==> src/rtl/uvsg_pkg.sv <==
// Shared types, codes and constants of the UV sphere mesh generator.
`timescale 1ns / 1ps
package uvsg_pkg;

  localparam logic [2:0] REQ_BODY   = 3'd0;
  localparam logic [2:0] REQ_NPOLE  = 3'd1;
  localparam logic [2:0] REQ_SPOLE  = 3'd2;
  localparam logic [2:0] REQ_QUAD   = 3'd3;
  localparam logic [2:0] REQ_NCAP   = 3'd4;
  localparam logic [2:0] REQ_SCAP   = 3'd5;

  localparam logic [1:0] CFG_RADIUS   = 2'd0;
  localparam logic [1:0] CFG_SEGMENTS = 2'd1;
  localparam logic [1:0] CFG_RINGS    = 2'd2;

  localparam int TBL_DEPTH = 64;
  localparam int IDX_W     = 6;
  localparam int CNT_W     = 7;
  localparam int PHASE_W   = 32;

  localparam logic signed [15:0] UNIT = 16'sd16384;

  // CORDIC start value (gain compensated) in Q3.30 and arctangent phases.
  localparam logic signed [33:0] CORDIC_X0 = 34'sd652032874;
  localparam logic [31:0] CORDIC_ATAN [24] = '{
    32'h20000000, 32'h12E4051E, 32'h09FB385B, 32'h051111D4, 32'h028B0D43, 32'h0145D7E1,
    32'h00A2F61E, 32'h00517C55, 32'h0028BE53, 32'h00145F2F, 32'h000A2F98, 32'h000517CC,
    32'h00028BE6, 32'h000145F3, 32'h0000A2FA, 32'h0000517D, 32'h000028BE, 32'h0000145F,
    32'h00000A30, 32'h00000518, 32'h0000028C, 32'h00000146, 32'h000000A3, 32'h00000051
  };

  typedef enum logic [2:0] {
    KIND_BODY,
    KIND_NPOLE,
    KIND_SPOLE,
    KIND_QUAD,
    KIND_TRI,
    KIND_ERR
  } req_kind_t;

  typedef struct packed {
    req_kind_t   kind;
    logic [11:0] a;
    logic [11:0] b;
    logic [11:0] c;
    logic [11:0] d;
  } meta_t;

  typedef enum logic [1:0] {
    TS_DIV,
    TS_SWEEP,
    TS_READY
  } tbl_state_t;

endpackage

==> src/rtl/uvsg_cordic.sv <==
// Pipelined rotation CORDIC giving sine and cosine of a 32 bit phase in Q1.14.
`timescale 1ns / 1ps
module uvsg_cordic #(
  parameter int STAGES = 16
) (
  input  logic                     clk,
  input  logic [STAGES+1:0]        en,
  input  logic [31:0]              phase_i,
  output logic signed [15:0]       sin_o,
  output logic signed [15:0]       cos_o
);

  logic signed [33:0] x_r [STAGES+1];
  logic signed [33:0] y_r [STAGES+1];
  logic signed [32:0] z_r [STAGES+1];
  logic [1:0]         q_r [STAGES+1];
  logic [31:0]        pq, zz;
  logic signed [15:0] c_un, s_un;

  function automatic logic signed [15:0] sat_unit(input logic signed [33:0] v);
    logic signed [33:0] t;
    t = (v + 34'sd32768) >>> 16;
    if (t > 34'sd16384) return uvsg_pkg::UNIT;
    if (t < -34'sd16384) return -uvsg_pkg::UNIT;
    return t[15:0];
  endfunction

  assign pq = phase_i + 32'h2000_0000;
  assign zz = phase_i - {pq[31:30], 30'b0};

  always_ff @(posedge clk) begin
    if (en[0]) begin
      x_r[0] <= uvsg_pkg::CORDIC_X0;
      y_r[0] <= '0;
      z_r[0] <= {zz[31], zz};
      q_r[0] <= pq[31:30];
    end
  end

  for (genvar j = 1; j <= STAGES; j++) begin : g_iter
    localparam int I = j - 1;
    localparam logic signed [32:0] ANG = {1'b0, uvsg_pkg::CORDIC_ATAN[I]};
    always_ff @(posedge clk) begin
      if (en[j]) begin
        q_r[j] <= q_r[j-1];
        if (!z_r[j-1][32]) begin
          x_r[j] <= x_r[j-1] - (y_r[j-1] >>> I);
          y_r[j] <= y_r[j-1] + (x_r[j-1] >>> I);
          z_r[j] <= z_r[j-1] - ANG;
        end else begin
          x_r[j] <= x_r[j-1] + (y_r[j-1] >>> I);
          y_r[j] <= y_r[j-1] - (x_r[j-1] >>> I);
          z_r[j] <= z_r[j-1] + ANG;
        end
      end
    end
  end

  assign c_un = sat_unit(x_r[STAGES]);
  assign s_un = sat_unit(y_r[STAGES]);

  // Fold the quadrant back in.
  always_ff @(posedge clk) begin
    if (en[STAGES+1]) begin
      case (q_r[STAGES])
        2'd0: begin cos_o <= c_un;  sin_o <= s_un;  end
        2'd1: begin cos_o <= -s_un; sin_o <= c_un;  end
        2'd2: begin cos_o <= -c_un; sin_o <= -s_un; end
        default: begin cos_o <= s_un; sin_o <= -c_un; end
      endcase
    end
  end

endmodule

==> config.mk <==
export PLATFORM = sky130hd
export DESIGN_NAME = uvsg_cordic
export DESIGN_NICKNAME = d
export VERILOG_FILES = /design/src/rtl/uvsg_pkg.sv /design/src/rtl/uvsg_cordic.sv
export SDC_FILE = /design/constraint.sdc
export NUM_CORES = 2
export LEC_CHECK = 0
export BUFFER_PORTS_ARGS = -buffer_cell sky130_fd_sc_hd__buf_2
export CAP_MARGIN = 5
export CORE_ASPECT_RATIO = 0.8
export CORE_UTILIZATION = 51
export CTS_BUF_LIST = sky130_fd_sc_hd__clkbuf_8
export CTS_CLUSTER_SIZE = 10
export DETAILED_ROUTE_END_ITERATION = 6
export GPL_ROUTABILITY_DRIVEN = 0
export PLACE_DENSITY = 0.66
export SLEW_MARGIN = 0
export SYNTH_ARGS = -nofsm -noshare
export SYNTH_HDL_FRONTEND = slang
export SYNTH_SLANG_ARGS = --single-unit
==> constraint.sdc <==
create_clock -name clk -period 6.7 [get_ports clk]
set_input_delay 2.01 -clock clk [delete_from_list [all_inputs] [get_ports clk]]
set_output_delay 2.01 -clock clk [all_outputs]
set_load 0.01 [all_outputs]
==> results.sh <==
export IMPL_outcome="finished with violations"
export IMPL_failed_checks="design-rule violations"
export IMPL_relSlewSlack_pct=29.7
export IMPL_fin_crit_sh_pct=86.6
export IMPL_dp_final_hpwl_mm=273
export IMPL_multi_input_area_um2=79400
export IMPL_crit_slowest_cell="nor4_1"
export IMPL_drtIter0Drc=10557
export IMPL_max_stage_delay_ns=0.81
export IMPL_max_freq_ghz=0.172
export IMPL_die_height_um=450
export IMPL_crit_chain="nor3_1 -> nand2b_1 -> nor4_1 -> nand2_1 -> nor3_1 -> nand2_1 -> nor4_1 -> nor2_1 -> xor2_1 -> ha_1 -> a21oi_1 -> o21bai_1 -> a21o_1 -> a21oi_1 -> o21ai_0 -> a41o_1 -> a2111o_1 -> a21o_1 -> a21oi_1 -> xnor2_1"
export IMPL_maxCapViolCount=0
export IMPL_coreArea_um2=250000
export IMPL_antenna_found_initial=9
export IMPL_yosys_most_used_dff="edfxtp_1"
export IMPL_cts_buffers=268
export IMPL_worstPathRequired_ns=7.35
export IMPL_initial_utilization_pct=51.3
export IMPL_critPathTopFamily="simple AND/OR/NAND/NOR gates"
export IMPL_worstMarginPinSlew_ns=1.05
export IMPL_fillers=21465
export IMPL_hold_viol=0
export IMPL_fin_skew_ns=0.0914
export IMPL_start_kind="flip-flop"
export IMPL_via_per_inst=6.17
export IMPL_path_max_fanout=5
export IMPL_cts_path_max_buffers=4
export IMPL_synth_edff_count=1525
export IMPL_post_cts_resized=0
export IMPL_gr_usage_all_layers_pct=26.5
export IMPL_dr_total_vias=105602
export IMPL_instances_no_fill=17113
export IMPL_cts_hold_buf=0
export IMPL_post_cts_buffers=0
export IMPL_fin_area_um2=138000
export IMPL_htree_levels=5
export IMPL_cts_clk_slew_worst_paths_ns=0.06
export IMPL_slew_viol_final=0
export IMPL_overflow=0
export IMPL_syn_nets=14835
export IMPL_numPortBuffers=82
export IMPL_synthCells=13357
export IMPL_postLayoutCoreUtil_pct=55.2
export IMPL_ys_seq_elements=1525
export IMPL_setup_viol=0
export IMPL_worstSetupPathType="reg2reg"
export IMPL_wl_per_cell_um=20.2
export IMPL_clock_latency_ns=0.97
export IMPL_wl_mm=346
export IMPL_drc=5
export IMPL_arrival_ns=6.45
export IMPL_worstPathBufferInverterCount=0
export IMPL_yosysWarnings=0
export IMPL_grt_pass1_vias=99658
export IMPL_regArea_um2=45800
export IMPL_final_nets=15070
export IMPL_synthArstFlopShare_pct=0
export IMPL_ant_nets=0
export IMPL_cts_sinks=1525
export IMPL_drtPass1Iterations=7
export IMPL_layout_drive_gt1_share_pct=5.72
export IMPL_path_common_cell="a21oi_1"
export IMPL_grt_pass1_wl_mm=544
export IMPL_row_count=164
export IMPL_dp_cells=16642
export IMPL_fin_crit_ns=5.80
export IMPL_root_buffer="clkbuf_8"
export IMPL_netlist_area_um2=128000
export IMPL_grt_max_degree=81
export IMPL_placed_area_um2=133000
export IMPL_ys_seq_area_share_pct=35.7
export IMPL_endpoint_kind="flip-flop"
export IMPL_fin_setup_tns_ns=0
export IMPL_fp_dieW_um=562
export IMPL_io_pins=83
export IMPL_area_growth_synth_to_final_pct=7.67
export IMPL_rsz0062_at_grt="no"
export IMPL_fp_dieArea_um2=253000
export IMPL_hp_class="reg2reg"
export IMPL_tritoncts="done"
export IMPL_synth_distinct_cells=100
export IMPL_syn_mean_instance_area_um2=9.59
## cells by family after synthesis
| family | Yosys count | share of synthesized area [%] |
|---|---|---|
| fa+ha+maj | 1427 | 14.2 |
| flops | 1525 | 35.7 |
| xor+xnor | 1837 | 12.6 |
| mux | 138 | 1.13 |
| buf+inv | 778 | 2.29 |
| simple gates | 3581 | 13.7 |
| compound gates | 4071 | 20.4 |
## cell usage after synthesis, drive strengths merged, types with 33 or more instances
library cell	instances	share of area (%)
o211ai	63	0.37
inv	531	1.6
edfxtp	1525	36
ha	1383	14
a31oi	110	0.54
nor4	88	0.45
or3	120	0.59
and3	147	0.72
clkbuf	205	0.60
o41ai	64	0.45
buf	37	0.12
a2111oi	44	0.31
nand4	95	0.46
mux2i	83	0.65
nor3	369	1.4
nand2	777	2.3
a211oi	151	0.89
xor2	603	4.1
o31ai	171	1.0
a21oi	1301	5.1
o21bai	179	1.0
o21a	202	1.2
and2	76	0.37
a21boi	39	0.23
a211o	45	0.31
o31a	36	0.25
nor2	1025	3.0
o21ai	746	2.9
nand3	272	1.1
mux2	55	0.48
a21o	565	3.3
or2	58	0.28
or4	56	0.34
xnor2	1233	8.4
nor2b	144	0.70
a31o	33	0.23
nand3b	35	0.21
nand2b	200	0.98
nor3b	39	0.23
fa	44	0.69
## layout by cell type, fill, tap and decap left out, types with 202 or more instances in the layout
master    netlist  layout
o21a_1        202     202
nor2_1       1025    1025
a21o_1        565     565
edfxtp_1     1525    1525
xor2_1        602     602
ha_1         1383    1383
inv_1         529     573
o21ai_0       744     744
nand2_1       777     769
nand3_1       271     271
nor3_1        367     367
a21oi_1      1297    1297
clkbuf_8        0     275
xnor2_1      1233    1233
## area by class of cell
class,count,area share [%]
repair buffers,208,1.02
multi-input cells,11054,57.6
clock buffers,275,2.74
well taps,3320,3.01
diodes,6,0.0109
clock inverters,190,0.993
flip-flops and latches,1525,33.2
inverters,535,1.46
## routing by layer
metal,GRT usage (%),wire (um)
met5,0,19
met4,7.59,9510
met3,3.95,28300
met2,40.0,146000
met1,39.2,162000
## per-stage QoR
| stage | setup slack (ns) | hold slack (ns) |
|---|---|---|
| floorplan | 0.372 | 0.400 |
| global placement | 0.364 | 0.401 |
| detailed placement | 0.270 | 0.405 |
| CTS | 0.972 | 0.418 |
| global route | 0.576 | 0.422 |
| finish | 0.896 | 0.416 |
## sequential cells by signal, summed over array words and instances, names as in the netlist
register,flops
y_r,496
z_r,494
x_r,469
q_r,34
cos_o,16
sin_o,16
## final timing paths
check / start / end / slack (ns) / cells past startpoint
max reg2reg: y_r[9][11] / x_r[10][32] / 0.90 / 20
min reg2reg: q_r[0][3] / q_r[0][5] / 0.42 / 0
min: q_r[0][3] / q_r[0][5] / 0.42 / 0
max: y_r[9][11] / x_r[10][32] / 0.90 / 20
Power is not shown: default switching activity piles up to over one toggle a cycle in this logic, so the estimate is an artifact.
