File: src/rtl/uvsg_pkg.sv
// Shared types, codes and constants of the UV sphere mesh generator.
`timescale 1ns / 1ps
package uvsg_pkg;

  localparam logic [2:0] REQ_BODY   = 3'd0;
  localparam logic [2:0] REQ_NPOLE  = 3'd1;
  localparam logic [2:0] REQ_SPOLE  = 3'd2;
  localparam logic [2:0] REQ_QUAD   = 3'd3;
  localparam logic [2:0] REQ_NCAP   = 3'd4;
  localparam logic [2:0] REQ_SCAP   = 3'd5;

  localparam logic [1:0] CFG_RADIUS   = 2'd0;
  localparam logic [1:0] CFG_SEGMENTS = 2'd1;
  localparam logic [1:0] CFG_RINGS    = 2'd2;

  localparam int TBL_DEPTH = 64;
  localparam int IDX_W     = 6;
  localparam int CNT_W     = 7;
  localparam int PHASE_W   = 32;

  localparam logic signed [15:0] UNIT = 16'sd16384;

  // CORDIC start value (gain compensated) in Q3.30 and arctangent phases.
  localparam logic signed [33:0] CORDIC_X0 = 34'sd652032874;
  localparam logic [31:0] CORDIC_ATAN [24] = '{
    32'h20000000, 32'h12E4051E, 32'h09FB385B, 32'h051111D4, 32'h028B0D43, 32'h0145D7E1,
    32'h00A2F61E, 32'h00517C55, 32'h0028BE53, 32'h00145F2F, 32'h000A2F98, 32'h000517CC,
    32'h00028BE6, 32'h000145F3, 32'h0000A2FA, 32'h0000517D, 32'h000028BE, 32'h0000145F,
    32'h00000A30, 32'h00000518, 32'h0000028C, 32'h00000146, 32'h000000A3, 32'h00000051
  };

  typedef enum logic [2:0] {
    KIND_BODY,
    KIND_NPOLE,
    KIND_SPOLE,
    KIND_QUAD,
    KIND_TRI,
    KIND_ERR
  } req_kind_t;

  typedef struct packed {
    req_kind_t   kind;
    logic [11:0] a;
    logic [11:0] b;
    logic [11:0] c;
    logic [11:0] d;
  } meta_t;

  typedef enum logic [1:0] {
    TS_DIV,
    TS_SWEEP,
    TS_READY
  } tbl_state_t;

endpackage

File: src/rtl/uvsg_phase_tbl.sv
// Angle phase tables, rebuilt by a serial divider and an accumulator sweep.
`timescale 1ns / 1ps
module uvsg_phase_tbl (
  input  logic                          clk,
  input  logic                          rst_n,
  input  logic                          restart,
  input  logic [6:0]                    seg_eff,
  input  logic [6:0]                    ring_eff,
  input  logic                          rd_en,
  input  logic [uvsg_pkg::IDX_W-1:0]    rd_ring,
  input  logic [uvsg_pkg::IDX_W-1:0]    rd_seg,
  output logic [uvsg_pkg::PHASE_W-1:0]  th_phase,
  output logic [uvsg_pkg::PHASE_W-1:0]  ph_phase,
  output logic                          ready
);

  localparam logic [uvsg_pkg::CNT_W-1:0] DIV_LAST   = 7'd33;
  localparam logic [uvsg_pkg::CNT_W-1:0] SWEEP_LAST = 7'd64;

  uvsg_pkg::tbl_state_t state_r, state_nxt;
  logic                        div_run, sweep_run;
  logic [uvsg_pkg::CNT_W-1:0]  cnt_r;
  logic [8:0]                  div_t, div_p;
  logic [8:0]                  rem_t_r, rem_p_r, rem_t_nxt, rem_p_nxt;
  logic                        qb_t, qb_p, nbit;
  logic [9:0]                  pre_t, pre_p;
  logic [31:0]                 quo_t_r, quo_p_r;
  logic [31:0]                 acc_t_r, acc_p_r;
  logic [8:0]                  fr_t_r, fr_p_r, fr_t_nxt, fr_p_nxt;
  logic [9:0]                  sum_t, sum_p;
  logic                        cy_t, cy_p;
  logic [31:0]                 th_mem [uvsg_pkg::TBL_DEPTH];
  logic [31:0]                 ph_mem [uvsg_pkg::TBL_DEPTH];

  // Theta divides 2^33 by 4(R-1), phi divides 2^33 by 2(S-1).
  assign div_t = {ring_eff - 7'd1, 2'b00};
  assign div_p = {1'b0, seg_eff - 7'd1, 1'b0};

  always_comb begin
    nbit      = (cnt_r == '0);
    pre_t     = {rem_t_r, nbit};
    pre_p     = {rem_p_r, nbit};
    qb_t      = (pre_t >= {1'b0, div_t});
    qb_p      = (pre_p >= {1'b0, div_p});
    rem_t_nxt = qb_t ? 9'(pre_t - {1'b0, div_t}) : pre_t[8:0];
    rem_p_nxt = qb_p ? 9'(pre_p - {1'b0, div_p}) : pre_p[8:0];
    sum_t     = {1'b0, fr_t_r} + {1'b0, rem_t_r};
    sum_p     = {1'b0, fr_p_r} + {1'b0, rem_p_r};
    cy_t      = (sum_t >= {1'b0, div_t});
    cy_p      = (sum_p >= {1'b0, div_p});
    fr_t_nxt  = cy_t ? 9'(sum_t - {1'b0, div_t}) : sum_t[8:0];
    fr_p_nxt  = cy_p ? 9'(sum_p - {1'b0, div_p}) : sum_p[8:0];
  end

  always_comb begin
    state_nxt = state_r;
    case (state_r)
      uvsg_pkg::TS_DIV:   if (cnt_r == DIV_LAST) state_nxt = uvsg_pkg::TS_SWEEP;
      uvsg_pkg::TS_SWEEP: if (cnt_r == SWEEP_LAST) state_nxt = uvsg_pkg::TS_READY;
      default:            state_nxt = uvsg_pkg::TS_READY;
    endcase
    if (restart) state_nxt = uvsg_pkg::TS_DIV;
  end

  always_comb begin
    div_run   = 1'b0;
    sweep_run = 1'b0;
    ready     = 1'b0;
    case (state_r)
      uvsg_pkg::TS_DIV:   div_run = 1'b1;
      uvsg_pkg::TS_SWEEP: sweep_run = 1'b1;
      default:            ready = 1'b1;
    endcase
  end

  always_ff @(posedge clk) begin
    if (!rst_n) begin
      state_r <= uvsg_pkg::TS_DIV;
    end else begin
      state_r <= state_nxt;
    end
  end

  always_ff @(posedge clk) begin
    if (!rst_n || restart) begin
      cnt_r   <= '0;
      rem_t_r <= '0;
      rem_p_r <= '0;
    end else if (div_run) begin
      rem_t_r <= rem_t_nxt;
      rem_p_r <= rem_p_nxt;
      quo_t_r <= {quo_t_r[30:0], qb_t};
      quo_p_r <= {quo_p_r[30:0], qb_p};
      if (cnt_r == DIV_LAST) begin
        cnt_r   <= '0;
        acc_t_r <= '0;
        acc_p_r <= '0;
        fr_t_r  <= div_t >> 1;
        fr_p_r  <= div_p >> 1;
      end else begin
        cnt_r <= cnt_r + 7'd1;
      end
    end else if (sweep_run) begin
      cnt_r   <= cnt_r + 7'd1;
      fr_t_r  <= fr_t_nxt;
      fr_p_r  <= fr_p_nxt;
      acc_t_r <= acc_t_r + quo_t_r + 32'(cy_t);
      acc_p_r <= acc_p_r + quo_p_r + 32'(cy_p);
    end
  end

  // Entry k of phi holds step k; entry r of theta holds step r+1.
  always_ff @(posedge clk) begin
    if (sweep_run && (cnt_r != SWEEP_LAST)) ph_mem[cnt_r[5:0]] <= acc_p_r;
    if (sweep_run && (cnt_r != '0)) th_mem[6'(cnt_r - 7'd1)] <= acc_t_r;
  end

  always_ff @(posedge clk) begin
    if (rd_en) begin
      th_phase <= th_mem[rd_ring];
      ph_phase <= ph_mem[rd_seg];
    end
  end

endmodule

File: config.mk
export PLATFORM = sky130hd
export DESIGN_NAME = uvsg_phase_tbl
export DESIGN_NICKNAME = d
export VERILOG_FILES = /design/src/rtl/uvsg_pkg.sv /design/src/rtl/uvsg_phase_tbl.sv
export SDC_FILE = /design/constraint.sdc
export NUM_CORES = 2
export LEC_CHECK = 0
export BUFFER_PORTS_ARGS = -buffer_cell sky130_fd_sc_hd__buf_2
export CAP_MARGIN = 0
export CORE_AREA = 8 8 785 632
export CTS_CLUSTER_SIZE = 24
export DETAILED_ROUTE_END_ITERATION = 6
export DIE_AREA = 0 0 793 640
export MAX_ROUTING_LAYER = met4
export PLACE_DENSITY = 0.52
export SLEW_MARGIN = 20
export SYNTH_ARGS = -nofsm -noshare
export SYNTH_HDL_FRONTEND = slang
export SYNTH_SLANG_ARGS = --single-unit
File: constraint.sdc
create_clock -name clk -period 22.5 [get_ports clk]
set_input_delay 1.125 -clock clk [delete_from_list [all_inputs] [get_ports clk]]
set_output_delay 1.125 -clock clk [all_outputs]
set_load 0.005 [all_outputs]
==> out/summary.txt <==
OUTCOME
--------------------------------------------------------------------------------
Status ............................................................ complete, no violations

DETAILED ROUTING
--------------------------------------------------------------------------------
Drt first pass iters ..............................................            6
Average wire per cell in the routed design ........................      30.2 um
Number of remaining DRC errors ....................................            0
Wire length reported by the detailed router .......................    435000 um
Starting DRT DRC Count ............................................         8850
Via density .......................................................         5.44
ANT nets after route ..............................................            0
Count of vias placed by the detailed router .......................        78250

CRITICAL PATH
--------------------------------------------------------------------------------
Critical path class ............................................... register to register
Maximum single-stage delay on the critical path ...................      0.76 ns
Cell class contributing the biggest share of worst-path delay ..... compound AO/OA/AOI/OAI gates
Depth of the most critical reg-to-reg path ........................           22
Worst R2R End ..................................................... acc_p_r[29]$_SDFFCE_PP0P_
Sequence of cells on the critical path ............................ ha_1 > inv_1 > fa_1 > nor2b_1 > o21ai_0 > a21boi_1 > o21a_1 > nor2_1 > xnor2_1 > ha_1 > and2_1 > a221oi_1 > nand3_1 > fa_1 > a211oi_1 > nor2_1 > a21oi_1 > o211a_1 > nor3_2 > o211a_1 > nor3_1 > mux2i_1
Worst setup EP type ...............................................     register
Number of stages on the worst setup path ..........................           22
Required time of the critical path ................................     23.20 ns
Worst EP arrival ..................................................      7.32 ns
Worst path buffer plus inverter count .............................            1
Slack of the worst reg-to-reg path ................................     15.88 ns
Critical path's slowest cell ...................................... sky130_fd_sc_hd__a221oi_1
Critical path peak fanout .........................................            8
Reg2Reg Launch Point .............................................. rem_t_r[0]$_SDFFE_PP0P_
Critical path startpoint category .................................     register

CLOCK TREE
--------------------------------------------------------------------------------
CTS H-tree lvls ...................................................            5
CTS tree ..........................................................         done
Number of buffers created by CTS ..................................          431
Clk slew on worst S/H paths .......................................      0.06 ns
CTS Hold Bufs .....................................................            0
Post-cts sizing count .............................................            0
Buffer count from post-CTS setup fixing ...........................            0
Clock tree sinks ..................................................         4332
CTS Root Buffer Type .............................................. sky130_fd_sc_hd__clkbuf_16
Maximum count of clock buffers along a single path ................            4
Skew-Pair Late Insertion Delay ....................................      1.04 ns

GLOBAL ROUTING
--------------------------------------------------------------------------------
Tot GR Track Use ..................................................        17.2%
Wire length of the first global-routing pass ......................    615000 um
Global route overflow .............................................            0
Pin count of the biggest net entering global routing ..............          114
Number of antenna violations at the first check in global routing .           12
Vias in the first global route ....................................        80318

PWR
--------------------------------------------------------------------------------
Max rail drop VDD .................................................    0.0776 mV
Static leakage power ..............................................    0.0592 uW
PD cells .......................................................... 85.7 nW/um^2
Final Power .......................................................     16500 uW

TIMING
--------------------------------------------------------------------------------
Worst-case clock skew .............................................     0.122 ns
Max_slew headroom .................................................        24.4%
Finish-stage setup viols ..........................................            0
Setup TNS .........................................................         0 ns
Maximum clock frequency ...........................................      151 MHz
Share of the clock period used by the worst path ..................        29.4%
Worst slew pin tran ...............................................      1.13 ns
Final hold violation count ........................................            0
Max-slew violations ...............................................            0
Final worst path period need ......................................      6.62 ns
Unrepaired setup endpoints after global routing ...................        false
Worst-case setup margin in the final layout .......................     15.88 ns

WORST HOLD PATH
--------------------------------------------------------------------------------
Destination of the worst hold path ................................ quo_t_r[24]$_DFFE_PP_
HP Class .......................................................... register to register
Hold_sp ........................................................... quo_t_r[23]$_DFFE_PP_
Cell count of the worst hold path .................................            0

LOGIC SYNTHESIS
--------------------------------------------------------------------------------
Avg Inst Size Synth ...............................................   23.7 sq um
Post-synth design cell area ....................................... 168000 sq um
Synth async-reset ratio ...........................................           0%
Post-synth EDFFs ..................................................         4306
Count of yosys warnings during synthesis ..........................            0
Leading cell types by total area after synthesis .................. sky130_fd_sc_hd__edfxtp_1 (77%), sky130_fd_sc_hd__mux4_2 (18%), sky130_fd_sc_hd__ha_1 (0.83%)
Fraction of the yosys area taken by sequential cells ..............        77.1%
Cells after Synth .................................................         7115
Number of nets in the synthesized netlist .........................         7265
Commonest cells post-synth ........................................ sky130_fd_sc_hd__edfxtp_1 (4306), sky130_fd_sc_hd__mux4_2 (1316), sky130_fd_sc_hd__nor2_1 (238), sky130_fd_sc_hd__clkbuf_1 (179), sky130_fd_sc_hd__buf_2 (122)
Yosys cell types ..................................................           77
Post-synthesis cell type with the largest combined area ........... sky130_fd_sc_hd__edfxtp_1
Area fraction of the dominant cell type after synthesis ...........        76.8%
Register bit total from synthesis .................................         4332
Most frequently used flop master after synthesis .................. sky130_fd_sc_hd__edfxtp_1
Most frequent cell after synthesis ................................ sky130_fd_sc_hd__edfxtp_1

FLOORPLAN
--------------------------------------------------------------------------------
Total Die Area .................................................... 508000 sq um
Horizontal extent of the die ......................................       793 um
I/O pins ..........................................................           95
Std-Cell Rows .....................................................          229
Initial standard-cell utilization of the core .....................        34.8%
Area of the placeable core ........................................ 484000 sq um
Die height ........................................................       640 um

PLACED DESIGN
--------------------------------------------------------------------------------
Final GP Congestion ...............................................        0.774
Setup WS pre-CTS ..................................................     15.85 ns
HPWL after detailed placement .....................................    234000 um
Cells after DPL ...................................................        13598
Number of buffer cells added on primary ports .....................           94

LAYOUT
--------------------------------------------------------------------------------
Finished Layout Cells .............................................        14396
Proportion of layout cells with a drive suffix above 1 ............        30.5%
Final Net Count ...................................................         7714
Finished Core Util ................................................        39.8%
Number of fill cells ..............................................        42473
Footprint of the multi-input gates ................................  37900 sq um
Synth-to-Final Area Change ........................................        14.4%
Storage cell area ................................................. 130000 sq um

FLOW RUN
--------------------------------------------------------------------------------
MaxCap Viol Count .................................................            0

-- registers in the layout (all words and copies together), names as in the netlist --
signal / flops
acc_p_r: 32
ph_mem: 2048
quo_t_r: 32
cnt_r: 7
acc_t_r: 32
th_phase: 32
fr_t_r: 9
quo_p_r: 32
rem_p_r: 8
fr_p_r: 9
state_r: 2
rem_t_r: 9
ph_phase: 32
th_mem: 2048
-- routing by layer --
| metal | vias up | track usage [%] | share of wire, % |
|---|---|---|---|
| met1 | 43532 | 25.2 | 46 |
| met5 | - | - | 0 |
| met3 | 565 | 1.91 | 5.6 |
| li1 | 31578 | - | - |
| met4 | 0 | 3.53 | 2.0 |
| met2 | 2575 | 26.3 | 47 |
-- worst reg2reg max path, cell delays in order (launching register included) --
cell	delay, ns
sky130_fd_sc_hd__dfxtp_1	0.43
sky130_fd_sc_hd__ha_1	0.22
sky130_fd_sc_hd__inv_1	0.06
sky130_fd_sc_hd__fa_1	0.42
sky130_fd_sc_hd__nor2b_1	0.13
sky130_fd_sc_hd__o21ai_0	0.11
sky130_fd_sc_hd__a21boi_1	0.22
sky130_fd_sc_hd__o21a_1	0.19
sky130_fd_sc_hd__nor2_1	0.07
sky130_fd_sc_hd__xnor2_1	0.27
sky130_fd_sc_hd__ha_1	0.33
sky130_fd_sc_hd__and2_1	0.20
sky130_fd_sc_hd__a221oi_1	0.76
sky130_fd_sc_hd__nand3_1	0.56
sky130_fd_sc_hd__fa_1	0.61
sky130_fd_sc_hd__a211oi_1	0.23
sky130_fd_sc_hd__nor2_1	0.13
sky130_fd_sc_hd__a21oi_1	0.25
sky130_fd_sc_hd__o211a_1	0.28
sky130_fd_sc_hd__nor3_2	0.17
sky130_fd_sc_hd__o211a_1	0.31
sky130_fd_sc_hd__nor3_1	0.31
sky130_fd_sc_hd__mux2i_1	0.12
-- cell usage in the layout, fill, tap and decap left out, types with 40 or more instances in the layout --
| cell | n |
|---|---|
| sky130_fd_sc_hd__nand2_1 | 73 |
| sky130_fd_sc_hd__nor2b_1 | 40 |
| sky130_fd_sc_hd__mux4_2 | 1316 |
| sky130_fd_sc_hd__clkbuf_1 | 89 |
| sky130_fd_sc_hd__nor3_1 | 45 |
| sky130_fd_sc_hd__buf_4 | 260 |
| sky130_fd_sc_hd__edfxtp_1 | 4306 |
| sky130_fd_sc_hd__clkbuf_16 | 431 |
| sky130_fd_sc_hd__nor2_4 | 127 |
| sky130_fd_sc_hd__xnor2_1 | 54 |
| sky130_fd_sc_hd__clkinv_2 | 82 |
| sky130_fd_sc_hd__a21oi_1 | 84 |
| sky130_fd_sc_hd__buf_2 | 83 |
| sky130_fd_sc_hd__mux2i_1 | 41 |
| sky130_fd_sc_hd__inv_1 | 41 |
| sky130_fd_sc_hd__nor2_1 | 112 |
| sky130_fd_sc_hd__a211oi_1 | 46 |
| sky130_fd_sc_hd__clkinv_1 | 112 |
| sky130_fd_sc_hd__ha_1 | 112 |
-- report_power, final --
part           switching (uW)  internal, uW
clock                    3120          3970
combinational             328           301
sequential               17.6          8760
total                    3470         13000
-- cells by family (layout without fill, tap and decap cells) --
family | count (synthesis) | in the layout | share of synthesized area [%]
other cells | 0 | 3 | 0
compound gates | 316 | 316 | 1.27
buf+inv | 384 | 1194 | 0.960
mux | 1358 | 1358 | 17.9
flops | 4332 | 4332 | 77.1
fa+ha+maj | 120 | 120 | 0.928
simple gates | 517 | 517 | 1.42
xor+xnor | 88 | 88 | 0.458
-- cell type report --
| class | count | share of cell area [%] |
|---|---|---|
| timing repair buffer | 358 | 1.37 |
| antenna | 3 | 0.00390 |
| inverter | 42 | 0.0819 |
| tap | 6468 | 4.20 |
| clock buffer | 520 | 5.78 |
| sequential | 4332 | 67.4 |
| multi-input combinational | 2399 | 19.7 |
| clock inverter | 274 | 1.44 |
-- stage by stage --
| stage | cell area [sq um] | hold slack [ns] |
|---|---|---|
| after global placement | 179000 | 0.441 |
| after detailed placement | 179000 | 0.443 |
| after global routing | 193000 | 0.454 |
| final | 193000 | 0.444 |
| after CTS | 192000 | 0.441 |
| after floorplan | 168000 | 0.433 |
-- worst max-delay path by stage --
| stage | from | to | slack, ns |
|---|---|---|---|
| final | rem_t_r[0]$_SDFFE_PP0P_ | acc_p_r[29]$_SDFFCE_PP0P_ | 15.88 |
| after detailed placement | seg_eff[0] | acc_p_r[29]$_SDFFCE_PP0P_ | 15.85 |
| after CTS | rem_t_r[0]$_SDFFE_PP0P_ | acc_p_r[29]$_SDFFCE_PP0P_ | 15.96 |
| after global placement | seg_eff[0] | acc_p_r[29]$_SDFFCE_PP0P_ | 15.93 |
| after floorplan | restart | acc_p_r[0]$_SDFFCE_PP0P_ | 14.73 |
| after global routing | rem_t_r[0]$_SDFFE_PP0P_ | acc_p_r[29]$_SDFFCE_PP0P_ | 15.30 |
Note: power is estimated with default switching activity, not from simulation.
